### src/rtl/kth_ram.sv
// Generic simple dual-port RAM: one write port, one registered read port.
// No package dependencies.
module kth_ram #(
  parameter int WIDTH = 8,
  parameter int DEPTH = 2
) (
  input  logic                     clk,
  input  logic                     we,
  input  logic [$clog2(DEPTH)-1:0] waddr,
  input  logic [WIDTH-1:0]         wdata,
  input  logic                     re,
  input  logic [$clog2(DEPTH)-1:0] raddr,
  output logic [WIDTH-1:0]         rdata
);

  logic [WIDTH-1:0] mem [DEPTH];

  // A read at the address being written returns the old data; the read data is held while re is low.
  always_ff @(posedge clk) begin
    if (we) begin
      mem[waddr] <= wdata;
    end
    if (re) begin
      rdata <= mem[raddr];
    end
  end

endmodule

### config.mk
export PLATFORM = sky130hd
export DESIGN_NAME = kth_ram
export DESIGN_NICKNAME = d
export VERILOG_FILES = /design/src/rtl/kth_ram.sv
export SDC_FILE = /design/constraint.sdc
export NUM_CORES = 1
export LEC_CHECK = 0
export BUFFER_PORTS_ARGS = -buffer_cell sky130_fd_sc_hd__buf_2
export CORE_MARGIN = 2
export CORE_UTILIZATION = 52
export CTS_CLUSTER_DIAMETER = 120
export CTS_CLUSTER_SIZE = 12
export DETAILED_ROUTE_END_ITERATION = 8
export GPL_TIMING_DRIVEN = 0
export PLACE_DENSITY = 0.78
export SLEW_MARGIN = 25
export SYNTH_ARGS = -nofsm -noshare
export SYNTH_HDL_FRONTEND = slang
export SYNTH_SLANG_ARGS = --single-unit
### constraint.sdc
create_clock -name clk -period 2.3 [get_ports clk]
set_clock_uncertainty 0.15 [all_clocks]
set_input_delay 0.23 -clock clk [delete_from_list [all_inputs] [get_ports clk]]
set_output_delay 0.23 -clock clk [all_outputs]
set_load 0.03 [all_outputs]
Word-level counts from Yosys, hierarchy flattened
Memories as Yosys holds them, arrays and structs flattened. A register that Yosys moved wholly into a read port is not among the register bits.
Cells that the tools add are included.

word-level totals
  output and inout port bits = 8
  register bits after elaboration = 0
  word-level logic and storage cells = 3
  memories = 1
  RAM bits = 16
  input port bits = 13

cells by class
  multiplexer cells = 2

memory list
  name  words  bits a word  rd ports  clocked after Yosys merged registers in  wr ports  RTL line  source
  mem   2      8            1         1                                        1         16        logic [WIDTH-1:0] mem [DEPTH];

operator list
  operator  number
  $mux W1   2

Longest topological paths before layout
Gate-level depths: netlist of run 1.

  depth after elaboration = 2
  depth in mapped cells = 2
  depth with buffers taken out = 1

Worst setup path after synthesis of run 1
Ideal clock, no wire load.

  path kind = in2reg
  start point = input we
  end point = memory mem[0][0] (enable)
  buffers on the path = 0
  setup time = 0.373 ns
  stages on the path = 1
  slack = 1.127 ns
  arrival time = 0.650 ns
  cell sequence = nor2b_1

on the way
  word-level cells in the longest chain between the ends = 2

RTL lines
  what                           RTL line  source
  start, declared                8         input logic we,
  $mux W1                        20        if (we) begin
  $mux W1 (implied by the code)  21        mem[waddr] <= wdata;
  end, declared                  16

No other way between the ends.

Worst setup path in the final report of run 1
  start point = register rdata[0] (read register of mem)
  end point = output rdata[0]

RTL lines
  what             RTL line  source
  start, declared  13        output logic [WIDTH-1:0] rdata

No word-level cell between the ends.

==> results of run 1 <==
## per-layer routing
layer  vias up  routed length, um  global-route usage (%)
met3         0                 68                    3.60
met5         -                  0                       0
li1        199                  -                       -
met4         0                  0                    3.53
met2        17                562                    21.7
met1       184                381                    11.6
## worst max path at each step
stage | end | startpoint | slack (ns) | cells after the start
finish | rdata[0] | rdata[0] | 1.06 | 1
global route | rdata[6] | rdata[6] | 1.02 | 1
global placement | mem[0][4] | waddr | 0.90 | 2
detailed placement | mem[0][4] | waddr | 0.88 | 2
floorplan | mem[0][0] | we | 1.13 | 1
CTS | rdata[0] | rdata[0] | 1.04 | 1
## final cells by class
cell class,instances,area (sq um)
clock buffer,3,22.5
clock inverter,1,3.75
buffer,1,11.3
tap,16,20.0
timing repair buffer,27,175
fill,102,438
sequential,24,721
multi-input combinational,10,133
## through the flow
| stage | std cells | hold slack (ns) | setup slack (ns) |
|---|---|---|---|
| 3_3_place_gp | 70 | 0.268 | 0.898 |
| 5_1_grt | 82 | 0.102 | 1.02 |
| 2_1_floorplan | 35 | 0.179 | 1.13 |
| 6_report | 82 | 0.113 | 1.06 |
| 3_5_place_dp | 70 | 0.271 | 0.880 |
| 4_1_cts | 82 | 0.109 | 1.04 |
## kinds of logic after synthesis
group,count (synthesis),share of synthesized area (%)
simple gates,2,1.45
mux,8,13.9
flops,24,83.4
buf+inv,1,1.30
## registers in the layout, summed over array words and instances, names as in the netlist
name and count:
rdata 8, mem 16
## timing repair
action	in CTS	in global routing
setup buffers	0	0
hold buffers	8	0
hold endpoints to repair	16	0
endpoints found under the setup margin	0	0
## power groups by stage
stage	Combinational (mW)	Sequential (mW)	Clock [mW]
6_report	0.0871	0.523	0.171
5_1_grt	0.0930	0.525	0.196
4_1_cts	0.0878	0.523	0.179
3_5_place_dp	0.0775	0.533	0
3_3_place_gp	0.0762	0.532	0
2_1_floorplan	0.0299	0.554	0
## cells in the final DEF, fill, tap and decap left out
cell type	n
edfxtp_1	24
mux2_4	8
nor2b_1	1
clkinv_1	1
and2_1	1
buf_2	19
dlygate4sd3_1	8
clkbuf_4	3
buf_6	1
==> flow_summary.ini, run 1 <==
[run_status]
status = complete, no violations

[setup_path]
rr_worst_depth = 1
cp_data_arrival_time_ns = 0.86
slowest_stage = edfxtp_1
reg2reg_from = mem[0][0]
slowest_delay_ns = 0.38
startpoint_type = register
cp_cell_sequence = buf_2
cp_num_buf_inv = 1
critical_path.top_delay_family = flip-flops
ff2ff_setup_slack_ns = 1.25
cp.required_ns = 1.92
setup.worst_path.class = register to primary output
reg2reg_to = rdata[0]
worstSetupEndpointType = primary output
crit_fanout = 1

[logic_synthesis]
avgSynthCellArea_sq_um = 24.7
synth-edff-count = 24
synth.ff_latch_count = 24
netlist.area_leader.share_pct = 83.4
async_flop_share_pct = 0
synth_top_area_cell = edfxtp_1
ys_top_cells_by_count = 24 x edfxtp_1, 8 x mux2_4, 1 x and2_1, 1 x buf_6, 1 x nor2b_1
yosys_warnings = 0
synth_cell_type_count = 5
synth.area.top_cells = edfxtp_1 83%, mux2_4 14%, buf_6 1.3%
mappedNetlistArea_sq_um = 865
ys_seq_area_share_pct = 83.4
synth.most_common_cell = edfxtp_1
synthFlopType = edfxtp_1
synth_fp_nets = 48
syn-instance-count = 35

[power_and_ir_drop]
leakage_nw = 0.429
clkPwrFrac_pct = 21.9
power_mw = 0.780
seq_power_share_pct = 67.0
p_sw_mw = 0.158
p_per_area_mw_per_mm2 = 719
p_int_mw = 0.622
ir_drop_uv = 460
combinationalPowerShare_pct = 11.2
sw_frac_of_total_pct = 20.2

[routing]
post_drt_wl_per_cell_um = 12.3
vias = 400
drtIter0Drc = 2
viasPerCell = 4.88
ant_nets = 0
dr.pass1.iters = 4
drc = 0
wl_um = 1010

[min_path]
hold_end = rdata[1]
min_from = re
hp-class = input port to register
holdPathStages = 1

[timing]
worstMarginPinSlew_ns = 0.678
slew_viol_final = 0
fin_setup_tns_ns = 0
min_period_over_period_pct = 53.9
rsz0062_at_grt = false
setup_viol = 0
finalWorstPathRequiredPeriod_ns = 1.24
hold_viol = 0
timing.slew.headroom_pct = 54.7
clock.fmax_mhz = 807

[floorplan]
rows = 14
core_sq_mm = 0.00152
initial_utilization_pct = 56.7
dieArea_sq_mm = 0.00200
ios = 21
die_w_um = 44.8
die_y_um = 44.8

[clock_network]
worstSkewPairLatency_ns = 0.29
cts_root_buffer = clkbuf_4
post_cts_resized = 0
cts_tree = yes
clock_sinks = 24
clockBufferDepth = 2
clk_pin_slew_ns = 0.11
htree_levels = 1
numCtsBuffers = 3

[finish]
layout-drive-gt1-share_pct = 47.0
diodes = 0
syn_to_final_growth_pct = 25.6
post-route-cell-area_sq_mm = 0.00109
nets = 80
finalCoreUtilization_pct = 71.3

[global_route]
antenna_found_initial = 0
grt_pass1_wl_um = 1570
grt_pass1_vias = 405
grt_max_degree = 14
gr-total-overflow = 0
grtUsageTotal_pct = 11.4

[flow_run]
cap_violations = 0

[placement]
placed_area_sq_um = 980
place_congestion = 0.656
portBuffers = 19
No activity file was read; power rests on OpenSTA's default activity.
==> run 2: changes to the inputs <==
--- a/config.mk
+++ b/config.mk
@@ -7,12 +7,12 @@
 export LEC_CHECK = 0
 export BUFFER_PORTS_ARGS = -buffer_cell sky130_fd_sc_hd__buf_2
 export CORE_MARGIN = 2
-export CORE_UTILIZATION = 52
+export CORE_UTILIZATION = 50
 export CTS_CLUSTER_DIAMETER = 120
 export CTS_CLUSTER_SIZE = 12
 export DETAILED_ROUTE_END_ITERATION = 8
 export GPL_TIMING_DRIVEN = 0
-export PLACE_DENSITY = 0.78
+export PLACE_DENSITY = 0.75
 export SLEW_MARGIN = 25
 export SYNTH_ARGS = -nofsm -noshare
 export SYNTH_HDL_FRONTEND = slang
==> constraint.sdc (replaced) <==
create_clock -name clk -period 1.2 [get_ports clk]
set_clock_uncertainty 0.15 [all_clocks]
set_input_delay 0.12 -clock clk [delete_from_list [all_inputs] [get_ports clk]]
set_output_delay 0.12 -clock clk [all_outputs]
set_load 0.03 [all_outputs]
==> run 2 against run 1 <==
Net effect: critical path depth unchanged; global-route usage up 1.0 points; total power up 92%; clock power up 93%; final cell count up 2.4%; die area up 3.7%; worst setup slack worse by 0.98 ns; hold slack worse by 0.062 ns; design area up 1.0%; first-iteration DRC count rose to 3.5 times the previous value.
==> flow_summary.ini, run 2 (synthesis results as in run 1) <==
[timing]
setup_ws_ns = 0.0790
setup_viol = 0
fin_setup_tns_ns = 0
hold_viol = 0
worstMarginPinSlew_ns = 0.676
slew_viol_final = 0
clock.fmax_mhz = 892
min_period_over_period_pct = 93.4
finalWorstPathRequiredPeriod_ns = 1.12
rsz0062_at_grt = false
timing.slew.headroom_pct = 54.8

[power_and_ir_drop]
combinationalPowerShare_pct = 11.3
ir_drop_uv = 898
leakage_nw = 0.433
p_sw_mw = 0.306
p_int_mw = 1.20
sw_frac_of_total_pct = 20.4
p_per_area_mw_per_mm2 = 1370
power_mw = 1.50
seq_power_share_pct = 66.7
clkPwrFrac_pct = 22.0

[clock_network]
post_cts_resized = 0
cts_tree = yes
cts_root_buffer = clkbuf_4
numCtsBuffers = 3
htree_levels = 1
worstSkewPairLatency_ns = 0.30
post_cts_buffers = 0
holdBufCountCts = 9
clock_sinks = 24
clk_pin_slew_ns = 0.12
clockBufferDepth = 2

[routing]
post_drt_wl_per_cell_um = 12.5
vias = 402
dr.pass1.iters = 2
drc = 0
drtIter0Drc = 7
ant_nets = 0
wl_um = 1050
viasPerCell = 4.79

[flow_run]
cap_violations = 0

[floorplan]
rows = 15
initial_utilization_pct = 51.8
die_y_um = 45.6
dieArea_sq_mm = 0.00208
die_w_um = 45.6
ios = 21
core_sq_mm = 0.00167

[placement]
place_congestion = 0.600
dp_slack_ns = -0.103
portBuffers = 19

[global_route]
grt_pass1_wl_um = 1610
grt_max_degree = 14
grtUsageTotal_pct = 12.4
gr-total-overflow = 0
grt_pass1_vias = 401
antenna_found_initial = 0

[setup_path]
reg2reg_from = mem[0][6]
rr_worst_depth = 1
setup.worst_path.class = register to primary output
cp_data_arrival_time_ns = 0.85
critical_path.top_delay_family = flip-flops
startpoint_type = register
crit_fanout = 1
cp-startpoint = rdata[7]
slowest_delay_ns = 0.37
slowest_stage = edfxtp_1
cp_cell_sequence = buf_2
cp.depth = 1
cp.required_ns = 0.93
cp_num_buf_inv = 1
worstSetupEndpointType = primary output

[finish]
top_register = mem
final_cell_mix = 24 x edfxtp_1, 19 x buf_2, 9 x dlygate4sd3_1
fillCellCount = 118
layout-drive-gt1-share_pct = 46.3
reg_top3 = mem x16, rdata x8
diodes = 0
finalCoreUtilization_pct = 65.7
syn_to_final_growth_pct = 26.9
layout_commonest_cell = edfxtp_1
nets = 81
largest_register_ff_count = 16

[min_path]
holdPathStages = 2
hp-class = input port to register
min_from = raddr

[run_status]
status = complete, no violations
==> run 2: cell types whose count changed in the layout (fill, tap and decap cells not counted) <==
cell           previous run  this run
dlygate4sd3_1             8         9
==> run 2: layout make-up <==
class	count	area, sq um	share of cell area [%]
Buffer	1	11.3	1.03
Multi-Input combinational cell	10	133	12.1
Clock inverter	1	3.75	0.342
Sequential cell	24	721	65.7
Clock buffer	3	22.5	2.05
Timing Repair Buffer	28	185	16.9
Tap cell	17	21.3	1.94
==> run 2: power by group through the flow <==
stage               sequential, mW  clock (mW)  combinational, mW
floorplan                     1.06           0             0.0573
global placement              1.02           0              0.145
detailed placement            1.02           0              0.149
CTS                           1.00       0.342              0.171
global route                  1.01       0.387              0.182
finish                        1.00       0.330              0.170
==> run 2: layer usage <==
layer  up-vias  global-route usage [%]  share of wire (%)
met5         -                       0                  0
met4         0                    8.82                3.1
met3         4                    4.76                6.4
met2        19                    23.4                 57
met1       178                    9.84                 34
li1        201                       -                  -
==> run 2: metrics by stage <==
| stage | instances | hold WS [ns] | instance area (sq um) |
|---|---|---|---|
| 3_3_place_gp | 71 | 0.158 | 981 |
| 2_1_floorplan | 35 | 0.0689 | 865 |
| 3_5_place_dp | 71 | 0.161 | 981 |
| 6_report | 84 | 0.0512 | 1100 |
| 5_1_grt | 84 | 0.0387 | 1100 |
| 4_1_cts | 84 | 0.0547 | 1100 |
==> run 2: path summary, 6_finish.rpt <==
kind	to	slack [ns]
hold reg to reg	rdata[4]	0.41
hold / removal	rdata[0]	0.05
setup / recovery	rdata[7]	0.08
setup reg to reg	rdata[6]	0.13
