**config.mk**
```make
export PLATFORM = sky130hd
export DESIGN_NAME = kth_cell
export DESIGN_NICKNAME = d
export VERILOG_FILES = /design/src/rtl/kth_pkg.sv /design/src/rtl/kth_ram.sv /design/src/rtl/kth_cell.sv
export SDC_FILE = /design/constraint.sdc
export NUM_CORES = 1
export LEC_CHECK = 0
export BUFFER_PORTS_ARGS = -buffer_cell sky130_fd_sc_hd__buf_2
export CAP_MARGIN = 20
export CORE_MARGIN = 5
export CORE_UTILIZATION = 32
export CTS_CLUSTER_SIZE = 30
export DETAILED_ROUTE_END_ITERATION = 16
export PLACE_DENSITY = 0.81
export SETUP_SLACK_MARGIN = 0.05
export SLEW_MARGIN = 20
export SYNTH_ARGS = -nofsm -noshare
export SYNTH_HDL_FRONTEND = slang
export SYNTH_HIERARCHICAL = 1
export SYNTH_SLANG_ARGS = --single-unit
export TNS_END_PERCENT = 5
```
**constraint.sdc**
```tcl
create_clock -name clk -period 2.65 [get_ports clk]
set_input_delay 0.1325 -clock clk [delete_from_list [all_inputs] [get_ports clk]]
set_output_delay 0.1325 -clock clk [all_outputs]
set_load 0.1 [all_outputs]
```
**src/rtl/kth_pkg.sv**
```systemverilog
// Package for the rank-removal tree: field widths, mode codes and the
// record that passes between neighbouring tree-level cells. No dependencies.
package kth_pkg;

  localparam int VALUE_W = 32;
  localparam int RANK_W = 11;

  // Largest tree depth and count width allowed by the capacity range.
  localparam int NODE_W = 16;
  localparam int CNT_MAX_W = 17;

  localparam logic MODE_APPEND = 1'b0;
  localparam logic MODE_REMOVE = 1'b1;

  // Token handed from one level cell to the next.
  typedef struct packed {
    logic                 valid;
    logic                 remove;
    logic [NODE_W-1:0]    node;
    logic [CNT_MAX_W-1:0] k;
    logic [CNT_MAX_W-1:0] cnt;
  } kth_link_t;

endpackage

```
**src/rtl/kth_ram.sv**
```systemverilog
// Generic simple dual-port RAM: one write port, one registered read port.
// No package dependencies.
module kth_ram #(
  parameter int WIDTH = 8,
  parameter int DEPTH = 2
) (
  input  logic                     clk,
  input  logic                     we,
  input  logic [$clog2(DEPTH)-1:0] waddr,
  input  logic [WIDTH-1:0]         wdata,
  input  logic                     re,
  input  logic [$clog2(DEPTH)-1:0] raddr,
  output logic [WIDTH-1:0]         rdata
);

  logic [WIDTH-1:0] mem [DEPTH];

  // A read at the address being written returns the old data; the read data is held while re is low.
  always_ff @(posedge clk) begin
    if (we) begin
      mem[waddr] <= wdata;
    end
    if (re) begin
      rdata <= mem[raddr];
    end
  end

endmodule

```
**src/rtl/kth_cell.sv**
```systemverilog
// One level of the present-count tree: its count RAM, the step decision
// and the token register. Depends on kth_pkg and kth_ram.
module kth_cell #(
  parameter int LEVEL  = 1,
  parameter int LEVELS = 1
) (
  input  logic              clk,
  input  logic              rst,
  input  logic [LEVELS:0]   fill,
  input  kth_pkg::kth_link_t up,
  output kth_pkg::kth_link_t down
);
  import kth_pkg::*;

  localparam int SHIFT = LEVELS - LEVEL;
  localparam int CW    = SHIFT + 1;
  localparam int CNT_W = LEVELS + 1;
  localparam int DEPTH = 2 ** LEVEL;

  logic [NODE_W:0]     up_left;
  logic [CNT_W-1:0]    fill_node;
  logic [LEVEL-1:0]    rd_addr;
  logic                vld;
  logic                rm;
  logic [LEVEL-1:0]    addr;
  logic [CNT_W-1:0]    k;
  logic [CNT_W-1:0]    cnt;
  logic [CW-1:0]       q;
  logic [CNT_W-1:0]    start;
  logic                live;
  logic [CNT_W-1:0]    cnt_rd;
  logic                go_left;
  logic [LEVEL-1:0]    child;
  logic [CNT_W-1:0]    child_cnt;
  logic [CNT_W-1:0]    k_next;
  logic [CNT_W-1:0]    wsum;

  // A removal reads the left child of the node chosen above; an append
  // reads the node that holds the slot being filled.
  assign up_left   = {up.node, 1'b0};
  assign fill_node = fill >> SHIFT;
  assign rd_addr   = up.remove ? up_left[LEVEL-1:0] : fill_node[LEVEL-1:0];

  // Token register; the RAM read lands in the same cycle.
  always_ff @(posedge clk) begin
    if (rst) begin
      vld <= 1'b0;
    end else begin
      vld <= up.valid;
    end
    if (up.valid) begin
      rm   <= up.remove;
      addr <= rd_addr;
      k    <= up.k[CNT_W-1:0];
      cnt  <= up.cnt[CNT_W-1:0];
    end
  end

  kth_ram #(
    .WIDTH(CW),
    .DEPTH(DEPTH)
  ) u_ram (
    .clk   (clk),
    .we    (vld),
    .waddr (child),
    .wdata (wsum[CW-1:0]),
    .re    (up.valid),
    .raddr (rd_addr),
    .rdata (q)
  );

  // A node whose first slot lies at or past the fill point was never
  // written and counts as empty.
  assign start  = CNT_W'(addr) << SHIFT;
  assign live   = start < fill;
  assign cnt_rd = live ? CNT_W'(q) : '0;

  // Step decision: a removal goes left when the left count covers the rank, else
  // right with the rank reduced by the left count; an append keeps its node.
  always_comb begin
    go_left   = cnt_rd >= k;
    child     = addr;
    child_cnt = cnt_rd;
    k_next    = k;
    if (rm && !go_left) begin
      child[0]  = 1'b1;
      child_cnt = cnt - cnt_rd;
      k_next    = k - cnt_rd;
    end
    wsum = rm ? child_cnt - CNT_W'(1) : cnt_rd + CNT_W'(1);
  end

  assign down.valid  = vld;
  assign down.remove = rm;
  assign down.node   = NODE_W'(child);
  assign down.k      = CNT_MAX_W'(k_next);
  assign down.cnt    = CNT_MAX_W'(child_cnt);

endmodule

```
======== After elaboration in Yosys (flattened, before gate mapping) ========
Memory sizes are Yosys's and may differ from the RTL's. A register that Yosys moved wholly into a read port is not among the register bits.
Cells that the tools add are included.
W data, S select, Z words.
operators by class
  reduce and logical (&&, ||, !) cells .... 2
  mux-type cells .......................... 8
  add/subtract/negate cells ............... 4
  order comparisons ....................... 2
operator list
  operator               number
  $mux W1                6
  $mux W2                2
  $sub A2 B1 Y2          2
  $ge A1 B2 Y1           1
  $lt A1 B2 Y1           1
  $add A1 B1 Y1 const B  1
  $logic_and A1 B1 Y1    1
  $logic_not A1 Y1       1
  $sub A1 B1 Y1 const B  1
word-level totals
  input bits .............................. 56
  word-level logic and storage cells ...... 22
  output and inout port bits .............. 52
  bits in writable memories ............... 2
  memories ................................ 1
  register bits ........................... 7
memory list
  name       depth  width  read ports  clocked after memory_dff  write ports  RTL line       source
  u_ram.mem  2      1      1           1                         1            kth_ram.sv:16  logic [WIDTH-1:0] mem [DEPTH];

======== Longest topological paths before layout ========
Gate-level depths: netlist of run 1.
  depth after elaboration ................. 8
  mapped depth ............................ 9
  gate-level depth less buffers ........... 8

======== By module ========
The synthesis of run 1 kept the hierarchy.
by module, submodules not included
  module    area an instance (um^2)  times used  cells each  seq. area each (um^2)
  kth_cell  729.4                    1           77          200.2
  kth_ram   117.6                    1           6           90.1

======== Worst setup path after synthesis of run 1 ========
No wires, ideal clock.
  path kind ............................... reg-to-output
  start ................................... register addr
  end ..................................... output down[0] (netlist bit)
  path buffers ............................ 1
  path slack .............................. -0.398 ns
  data required time ...................... 2.518 ns
  arrival ................................. 2.915 ns
  stages on the path, launching flop included .. 9
  cell sequence ........................... edfxtp_1 -> nor2b_1 -> o21ai_0 -> inv_1 -> ha_1 -> ha_1 -> a211o_1 -> buf_6 -> mux2i_1
RTL lines
  item                    RTL line        source
  from (decl)             kth_cell.sv:25  logic [LEVEL-1:0] addr;
  from (signal assigned)  kth_cell.sv:53  addr <= rd_addr;
  to (decl)               kth_cell.sv:11  output kth_pkg::kth_link_t down

==> metrics.txt, run 1 <==
Fin Hold WS=about 0.025 ns; row count=18; CTS clk-pin slew, worst paths=0.06 ns; Final nets=roughly 160; crit path DAT=2.27 ns; Post-CTS Hold Buffers=0; initial antenna violation count=0; first-pass GRT wire length=approximately 1400 µm; register area share after synthesis=about a third; H-tree depth=1; DRC=0; R2R depth=8; MaxCap Viol Count=0; LEAKAGE=approximately 0.46 nW; RSZ-0062 raised after global routing=no; vias in the first global route=about 340; Max VDD drop=0.0003931 V; R2R Path End=u_ram/mem[1]$_DFFE_PP_; Cell Area, Placed=about 830 µm²; Synth-to-Final Area Change=2.807%; Tcrit/Tclk final=90.59%; Synth area leaders=buf_4, edfxtp_1, ha_1; area share of the leading cell type in the synthesized netlist=between 40% and 50%; met1 capacity usage during global routing=5.350%; busiest grt layer=met2; GRT met2 Usage=9.517%; post-synthesis async set-or-reset flop share=0%; clock sink total=10; port buffer count=16; clock buffer depth=2; pin count of the biggest net entering global routing=9; max-slew violations=0; Non-Filler Cell Area, Final=870.8 µm²; Critical Path Start Type=flop; Antenna Nets Post-Route=0; vias per cell=3.367; r2r setup slk=between 0.4 and 0.5 ns; Hold EP=vld$_SDFF_PP0_; RePlAce Congestion=0.6569; hold_sp=rst; Total Power=0.0007962 W; grt ovf=0; DRT Pass-1 Iters=3; Routed Wire Length=1111 µm; Clock Tree Root=clkbuf_4; wire length per cell=8.680 µm; EDFF count, synth=9; r2r startpoint=addr$_DFFE_PP_; Initial DRC Count=1; Worst EP required=between 2 and 3 ns; status=complete, no violations; Synth warnings=6; Die W=61.45 µm; clk_skew=between 0.002 and 0.003 ns; Cells after Synth=just over 80; post-synthesis cell area=847.1 µm²; routed vias=431; pre-CTS setup slack=between 0.2 and 0.3 ns; Inserted Clock Buffers=3; Yosys reg bits=10; Core ar.=2500 µm²; Setup violations, final=0; global-route usage over all layers=5.077%; fmax=416.5 MHz; crit path capture type=primary output; syn avg cell area=10.21 µm²; Die ar.=3776 µm²; synth unique cells=17; Initial Utilization=33.88%; Primary FF master, synth=edfxtp_1; critical path class=flop to primary output; most common cell in the synthesized netlist=buf_4; final hold vios=0; GR Util met3=under 10%; Chip Height=61.45 µm; ANT cells=0; layout cells sized above 1=27.55%; Tmin final=roughly 2.4 ns; I/O Pins=108; Setup Fix Bufs, Post-CTS=0; pwr dens=914.3 nW/µm²; crit path from=addr$_DFFE_PP_; Clock Latency Late Sink=between 0.2 and 0.3 ns; hpwl dp=1012 µm; top post-synthesis cells by count=buf_4, edfxtp_1, inv_1, nor2b_1; Final WS setup=0.2492 ns; min-delay worst type=primary input to flop; hold depth=2; post-synth top area cell=buf_4; setup TNS=0 ns; CTS tree=yes; worst-path maximum fanout=6
-- worst max-delay path: stages (launching register included) --
cell	delay, ns
edfxtp_1	0.36
nor2b_1	0.05
o21ai_1	0.23
inv_1	0.10
ha_1	0.19
ha_1	0.17
a211o_1	0.40
mux2i_2	0.29
buf_12	0.21
-- where the power goes --
group / leakage (nW) / total (W) / internal [W] / switching, W
Combinational: 0.340 / 0.000475 / 0.0000669 / 0.000408
Sequential: 0.0948 / 0.000189 / 0.000185 / 0.00000415
Clock: 0.0210 / 0.000132 / 0.0000833 / 0.0000487
Total: 0.455 / 0.000796 / 0.000335 / 0.000461
-- metal layers --
metal | wire (µm) | part of all wire, %
met1 | 327 | 29
met2 | 493 | 44
met4 | 0 | 0
met3 | 289 | 26
met5 | 0 | 0
-- placed cells by master (no fill, tap or decap), drive strengths merged --
cell    count
conb       45
and2        1
nor2        1
edfxtp      9
clkbuf      4
nor2b       4
or2b        1
mux2i       3
inv         5
mux2        2
xnor2       1
dfxtp       1
ha          3
a211o       1
o21ai       1
buf        16
-- sequential cells by signal (all words and copies together), names as in the netlist --
signal / flops
cnt: 2
k: 2
addr: 1
rm: 1
u_ram/rdata: 1
u_ram/mem: 2
vld: 1
-- kinds of logic (layout without fill, tap and decap cells) --
logic type                 count (synthesis)  in the layout  share of synthesized area, %
AOI/OAI and AO/OA                          2              2                         1.624
xor gates and xnor gates                   1              1                         1.034
adders and majority gates                  3              3                         4.432
buffers and inverters                     54             25                         46.09
DFF                                       10             10                         34.27
muxes                                      5              5                         7.090
other                                      1             45                        0.4427
and+or+nand+nor                            7              7                         5.022
-- how the worst max path moves through the flow --
stage                                   endpoint  depth (start not counted)
after floorplan                          down[0]                          8
after global placement    u_ram/mem[1]$_DFFE_PP_                          8
after detailed placement  u_ram/mem[1]$_DFFE_PP_                          8
after CTS                                down[0]                          8
after global routing                    down[34]                          8
final                                    down[0]                          8
-- stage by stage --
step	std cells	utilization [%]
6_report	128	34.83
5_1_grt	128	34.83
4_1_cts	128	34.83
3_5_place_dp	124	33.28
3_3_place_gp	124	33.28
2_1_floorplan	127	-
-- final cells by class --
cell class / count / area, µm²
clock buffers: 4 / 36.28
inverters: 5 / 18.77
well taps: 30 / 37.54
multi-input cells: 63 / 345.3
flip-flops and latches: 10 / 290.3
repair buffers: 16 / 142.6
fillers: 267 / 1629
-- repair_timing --
item | in CTS | in global routing
setup endpoints to repair | 1 | 4
hold endpoints to repair | 0 | 0
gates resized for setup | 1 | 1
Note: power is estimated with default switching activity, not from simulation.
==> run 2: changes to the inputs <==
--- a/config.mk
+++ b/config.mk
@@ -5,13 +5,14 @@
 export SDC_FILE = /design/constraint.sdc
 export NUM_CORES = 1
 export LEC_CHECK = 0
+export ABC_AREA = 1
 export BUFFER_PORTS_ARGS = -buffer_cell sky130_fd_sc_hd__buf_2
 export CAP_MARGIN = 20
 export CORE_MARGIN = 5
 export CORE_UTILIZATION = 32
 export CTS_CLUSTER_SIZE = 30
 export DETAILED_ROUTE_END_ITERATION = 16
-export PLACE_DENSITY = 0.81
+export PLACE_DENSITY = 0.8
 export SETUP_SLACK_MARGIN = 0.05
 export SLEW_MARGIN = 20
 export SYNTH_ARGS = -nofsm -noshare
==> run 2 against run 1 <==
Compared with the run above: critical path type unchanged; sequential share of layout area rose by 1.9 points; global-route usage grew 0.43 points; core utilization fell by 4.2 points; non-clock buffer count stayed put; critical endpoint is now down[34]; highest routed layer is now met4.
==> metrics.txt, run 2 <==
status=complete, no violations; final hold vios=0 (unchanged); cell breakdown of the critical path=inv_2, nand2_1, nand2_1, nand2_1, inv_1, ha_1, ha_1, nor2_4, nand2_4, nand2_1, buf_2; vias per cell=3.293 (-2.2%); hpwl dp=1092 µm (+7.9%); worst-path maximum fanout=8 (+2); Synth warnings=6 (unchanged); Worst EP required=2.52 ns (about the same); row count=19 (+1); Critical Path Start Type=flop; clock power share=14.3% (-2.3 points); area share of fa/ha/maj cells after synthesis=4.298% (-0.13 points); syn avg cell area=8.733 µm² (-14%); Cells after Synth=100 (+20%); Clock Tree Root=clkbuf_4; commonest non-fill, non-tap cell in the layout=conb_1; post-cts resize count=0 (-1); Top Family by Delay on Critical Path=simple AND/OR/NAND/NOR gates; Clock Latency Late Sink=0.26 ns (about the same); Simple-Gate Fraction of Synth Area=13.47% (+8.4 points); Synth-to-Final Area Change=-5.731%; max-slew violations=0 (unchanged); crit path capture type=primary output; Final nets=176 (+11%); most frequent cells in the layout=conb_1, buf_2, nand2_1, inv_1, edfxtp_1; post-synthesis mux area share=0% (-7.1 points); Switch Pwr=0.0004638 W (+0.61%); crit path from=addr$_DFFE_PP_; Setup violations, final=0 (unchanged); Comb power frac=59.9% (+0.2 points); Tcrit/Tclk final=82.93% (-7.7 points); CP dominant cell by count=nand2_1; Primary FF master, synth=edfxtp_1; LEAKAGE=0.4768 nW (+4.7%); largest family of logic cells by synthesized area=buffers and inverters; post-synthesis cell area=873.3 µm² (+3.1%); CTS clk-pin slew, worst paths=0.06 ns (about the same); r2r startpoint=addr$_DFFE_PP_; fmax=455.0 MHz (+9.2%); clock sink total=10 (unchanged); Non-Filler Cell Area, Final=823.3 µm² (-5.5%); RSZ-0062 raised after global routing=no; Synth Area in Compound Gates=1.146% (-0.48 points); area share of the leading cell type in the synthesized netlist=41.26% (-1.3 points); Max VDD drop=0.0003691 V (-6.1%); most common cell in the synthesized netlist=buf_4; XOR/XNOR Fraction of Synth Area=1.003% (-0.031 points); wire length per cell=8.163 µm (-5.9%); I/O Pins=108 (unchanged); Yosys reg bits=10 (unchanged); switching share of power=62.79% (+4.9 points); Routed Wire Length=1200 µm (+8.0%); post-synthesis async set-or-reset flop share=0% (unchanged); Fill cells=301 (+13%); vias in the first global route=430 (+28%); Inserted Clock Buffers=3 (unchanged); hold_sp=rst; Die ar.=3874 µm² (+2.6%); setup TNS=0 ns (unchanged); ANT cells=0 (unchanged); synth unique cells=17 (unchanged); clock buffer depth=2 (unchanged); port buffer count=16 (unchanged); slowest stage cell, crit path=buf_2; global-route usage over all layers=5.504% (+0.43 points); fin util=30.65% (-4.2 points); Antenna Nets Post-Route=0 (unchanged); Post-CTS Hold Buffers=0 (unchanged); H-tree depth=1 (unchanged); initial antenna violation count=0 (unchanged); Worst Path Buf+Inv=3 (+1); Die W=62.24 µm (+1.3%); CTS tree=yes; DRC=0 (unchanged); crit path DAT=2.07 ns (-0.20 ns); register area share after synthesis=33.24% (-1.0 points); top post-synthesis cells by count=buf_4, nand2_1, edfxtp_1, inv_1; Tmin final=2.198 ns (-0.2030 ns); RePlAce Congestion=0.7229 (+10%); CP peak stage delay=0.44 ns (+0.04 ns); Synth area leaders=buf_4, edfxtp_1, nand2_1; Initial Utilization=32.51% (-1.4 points); Final WS setup=0.4522 ns (+0.2030 ns); layout cells sized above 1=21.55% (-6.0 points); pre-CTS setup slack=0.7048 ns (+0.4105 ns); Internal=0.0002748 W (-18%); Initial DRC Count=2 (+1); Setup Fix Bufs, Post-CTS=0 (unchanged); biggest regs=cnt x2, k x2, u_ram/mem x2; Cell Area, Placed=797.0 µm² (-4.2%); grt ovf=0 (unchanged); routed vias=484 (+12%); pin count of the biggest net entering global routing=9 (unchanged); EDFF count, synth=9 (unchanged); first-pass GRT wire length=1697 µm (+20%); Chip Height=62.24 µm (+1.3%); pwr dens=897.2 nW/µm² (-1.9%); clk_skew=0.002948 ns (+0.0001214 ns); min-delay worst type=primary input to flop; critical path class=flop to primary output; sequential fraction of design power=25.7% (+1.9 points); post-synth top area cell=buf_4; Core ar.=2686 µm² (+7.5%); MaxCap Viol Count=0 (unchanged); DRT Pass-1 Iters=3 (unchanged)
-- run 2: cell count changes after synthesis, moves of 3 or more --
cell and change:
nand2_1 +13, inv_1 +5, mux2i_1 -3, nor2b_1 -4
-- run 2: through the flow --
stage                     power [W]  std cells  hold WS (ns)
after floorplan           0.0006634        144        0.2037
after global placement    0.0006340        143        0.2886
after detailed placement  0.0006367        143        0.2910
after CTS                 0.0007453        147      0.009695
after global routing      0.0007695        147       0.03213
final                     0.0007386        147       0.02307
-- run 2: area by class of cell --
cell class / instances / area [µm²] / share of cell area (%)
sequential: 10 / 290.3 / 35.26
inverter: 12 / 45.04 / 5.471
tap: 31 / 38.79 / 4.711
clock buffer: 4 / 26.28 / 3.191
multi-input combinational: 74 / 342.8 / 41.64
timing repair buffer: 16 / 80.08 / 9.726
-- run 2: path summary, 6_finish.rpt --
check / depth (start not counted) / slack (ns) / endpoint
setup / recovery: 11 / 0.45 / down[34]
hold / removal: 2 / 0.02 / vld$_SDFF_PP0_
setup reg to reg: 12 / 0.89 / u_ram/mem[1]$_DFFE_PP_
hold reg to reg: 2 / 0.52 / u_ram/rdata$_DFFE_PP_
-- run 2: kinds of logic after synthesis --
group	Yosys count
buffers and inverters	60
and+or+nand+nor	23
AOI/OAI and AO/OA	2
DFF	10
xor gates and xnor gates	1
adders and majority gates	3
other	1
-- run 2: metal layers --
metal	global-route usage, %	vias to the layer above	wire length [µm]
li1	-	245	-
met1	5.537	205	436
met2	9.197	32	608
met3	1.982	2	149
met4	4.065	0	6
met5	0	-	0
-- run 2: power by group through the flow --
stage / logic, W / clock network, W / registers [W]
2_1_floorplan: 0.000471 / 0 / 0.000193
3_3_place_gp: 0.000441 / 0 / 0.000193
4_1_cts: 0.000443 / 0.000112 / 0.000190
6_report: 0.000443 / 0.000106 / 0.000190
3_5_place_dp: 0.000443 / 0 / 0.000194
5_1_grt: 0.000458 / 0.000121 / 0.000191
==> run 3: changes to the inputs <==
--- a/config.mk
+++ b/config.mk
@@ -5,14 +5,14 @@
 export SDC_FILE = /design/constraint.sdc
 export NUM_CORES = 1
 export LEC_CHECK = 0
-export ABC_AREA = 1
+export ABC_AREA = 0
 export BUFFER_PORTS_ARGS = -buffer_cell sky130_fd_sc_hd__buf_2
 export CAP_MARGIN = 20
 export CORE_MARGIN = 5
 export CORE_UTILIZATION = 32
 export CTS_CLUSTER_SIZE = 30
 export DETAILED_ROUTE_END_ITERATION = 16
-export PLACE_DENSITY = 0.8
+export PLACE_DENSITY = 0.81
 export SETUP_SLACK_MARGIN = 0.05
 export SLEW_MARGIN = 20
 export SYNTH_ARGS = -nofsm -noshare
==> constraint.sdc (replaced) <==
create_clock -name clk -period 2.27 [get_ports clk]
set_input_delay 0.1135 -clock clk [delete_from_list [all_inputs] [get_ports clk]]
set_output_delay 0.1135 -clock clk [all_outputs]
set_load 0.1 [all_outputs]
==> run 3 against run 2 <==
Compared with the run above: sequential share of layout area fell by 6.5 points; clock-buffer cell count did not move; hold slack improved by 0.0020 ns; clock skew rose by 0.0019 ns; non-clock buffer count rose by 7; largest cell class unchanged; critical path depth fell by 3; combinational power rose by 39%.
==> metrics.txt, run 3 (same netlist as run 1, synthesis figures left out) <==
status=complete, no violations; Reg area=290.3 µm² (unchanged); Die W=61.45 µm (-1.3%); ANT cells=0 (unchanged); initial antenna violation count=0 (unchanged); wire length per cell=9.422 µm (+15%); slowest stage cell, crit path=edfxtp_1; Total Power=0.0009909 W (+34%); Hold EP=cnt[0]$_DFFE_PP_; first-pass GRT wire length=1676 µm (-1.2%); R2R Path End=u_ram/mem[0]$_DFFE_PP_; crit path capture type=primary output; Initial Utilization=33.88% (+1.4 points); hold_sp=up[0]; pre-CTS setup slack=-0.06774 ns (-0.7725 ns); LEAKAGE=0.4981 nW (+4.5%); Core ar.=2500 µm² (-6.9%); global-route usage over all layers=6.538% (+1.0 points); Antenna Nets Post-Route=0 (unchanged); CTS tree=yes; Inserted Clock Buffers=3 (unchanged); CP peak stage delay=0.39 ns (-0.05 ns); Die ar.=3776 µm² (-2.5%); Critical Path Start Type=flop; Chip Height=61.45 µm (-1.3%); layout cells sized above 1=36.19% (+15 points); vias in the first global route=396 (-7.9%); RePlAce Congestion=0.7241 (+0.17%); row count=18 (-1); hold depth=1 (-1); biggest regs=cnt x2, k x2, u_ram/mem x2; Worst EP required=2.16 ns (-0.36 ns); MaxCap Viol Count=0 (unchanged); Cell Area, Placed=913.4 µm² (+15%); worst-path maximum fanout=4 (-4); CTS clk-pin slew, worst paths=0.07 ns (about the same); I/O Pins=108 (unchanged); R2R depth=7 (-5); fmax=460.2 MHz; Final nets=165 (-6.3%); Setup violations, final=0 (unchanged); area of the multi-input gates=404.1 µm² (+18%); Tmin final=2.173 ns; vias per cell=3.348 (+1.7%); most frequent cells in the layout=conb_1, buf_2, edfxtp_1, buf_12, buf_4; Tcrit/Tclk final=between 90% and 100%; H-tree depth=1 (unchanged); crit path DAT=2.06 ns (about the same); RSZ-0062 raised after global routing=yes; Max VDD drop=0.0004808 V (+30%); critical path class=flop to primary output; final hold vios=0 (unchanged); clock buffer depth=2 (unchanged); setup TNS=0 ns (unchanged); cell breakdown of the critical path=nor2b_1, o21ai_2, inv_2, ha_4, a211o_4, buf_4, mux2i_4, buf_12; hpwl dp=1105 µm (+1.2%); max-slew violations=0 (unchanged); r2r setup slk=0.32 ns (-0.57 ns); clk_skew=0.004853 ns (+0.001905 ns); grt ovf=0 (unchanged); Cells after DPL=127 (-11%); Clock Latency Late Sink=0.26 ns (about the same); port buffer count=16 (unchanged); Fill cells=239 (-21%); min-delay worst type=primary input to flop; clock sink total=10 (unchanged); Routed Wire Length=1272 µm (+6.0%); Finished Layout Cells=135 (-8.2%); DRT Pass-1 Iters=1 (-2); pwr dens=981.4 nW/µm² (+9.4%); routed vias=452 (-6.6%); DRC=0 (unchanged); commonest non-fill, non-tap cell in the layout=conb_1; r2r startpoint=addr$_DFFE_PP_; Synth-to-Final Area Change=19.20%; Non-Filler Cell Area, Final=1010 µm² (+23%); Clock Tree Root=clkbuf_4; Initial DRC Count=0 (-2); pin count of the biggest net entering global routing=9 (unchanged); Final WS setup=0.09683 ns (-0.3554 ns)
-- run 3: how the worst max path moves through the flow --
| stage | endpoint | from |
|---|---|---|
| floorplan | down[0] | addr$_DFFE_PP_ |
| global placement | down[0] | addr$_DFFE_PP_ |
| detailed placement | down[0] | addr$_DFFE_PP_ |
| CTS | down[0] | addr$_DFFE_PP_ |
| global route | down[18] | addr$_DFFE_PP_ |
| finish | down[0] | addr$_DFFE_PP_ |
-- run 3: metal layers --
| layer | wire (µm) | up-vias | global-route usage (%) |
|---|---|---|---|
| li1 | - | 213 | - |
| met1 | 379 | 188 | 6.361 |
| met2 | 593 | 49 | 11.18 |
| met3 | 284 | 2 | 2.725 |
| met4 | 15 | 0 | 4.545 |
| met5 | 0 | - | 0 |
-- run 3: layout make-up --
cell class | instances | share of cell area, %
clock buffer | 4 | 3.594
inverter | 5 | 1.859
multi-input combinational | 63 | 40.02
sequential | 10 | 28.75
tap | 30 | 3.717
timing repair buffer | 23 | 22.06
-- run 3: report_power, final --
part	internal (W)	switching (W)
Clock	0.0000973	0.0000594
Sequential	0.000216	0.00000474
Combinational	0.000119	0.000495
Total	0.000432	0.000559
-- run 3: stage by stage --
step	utilization (%)	hold slack, ns
floorplan	-	0.1851
global placement	36.54	0.2719
detailed placement	36.54	0.2822
CTS	39.99	0.008846
global route	40.39	0.01200
finish	40.39	0.02506
-- run 3: timing repair --
action	CTS	global route
endpoints found under the hold margin	1	0
pin swaps	2	2
hold buffers	1	0
setup endpoints to repair	9	4
resized for setup	5	1
setup buffers	2	1
-- run 3: worst max-delay path: cells and delay by family, from the launching register on --
family                     cells  cell delay [ns]
DFF                            1             0.39
muxes                          1             0.19
AOI/OAI and AO/OA              2             0.43
buffers and inverters          3             0.43
adders and majority gates      1             0.21
and+or+nand+nor                1             0.15
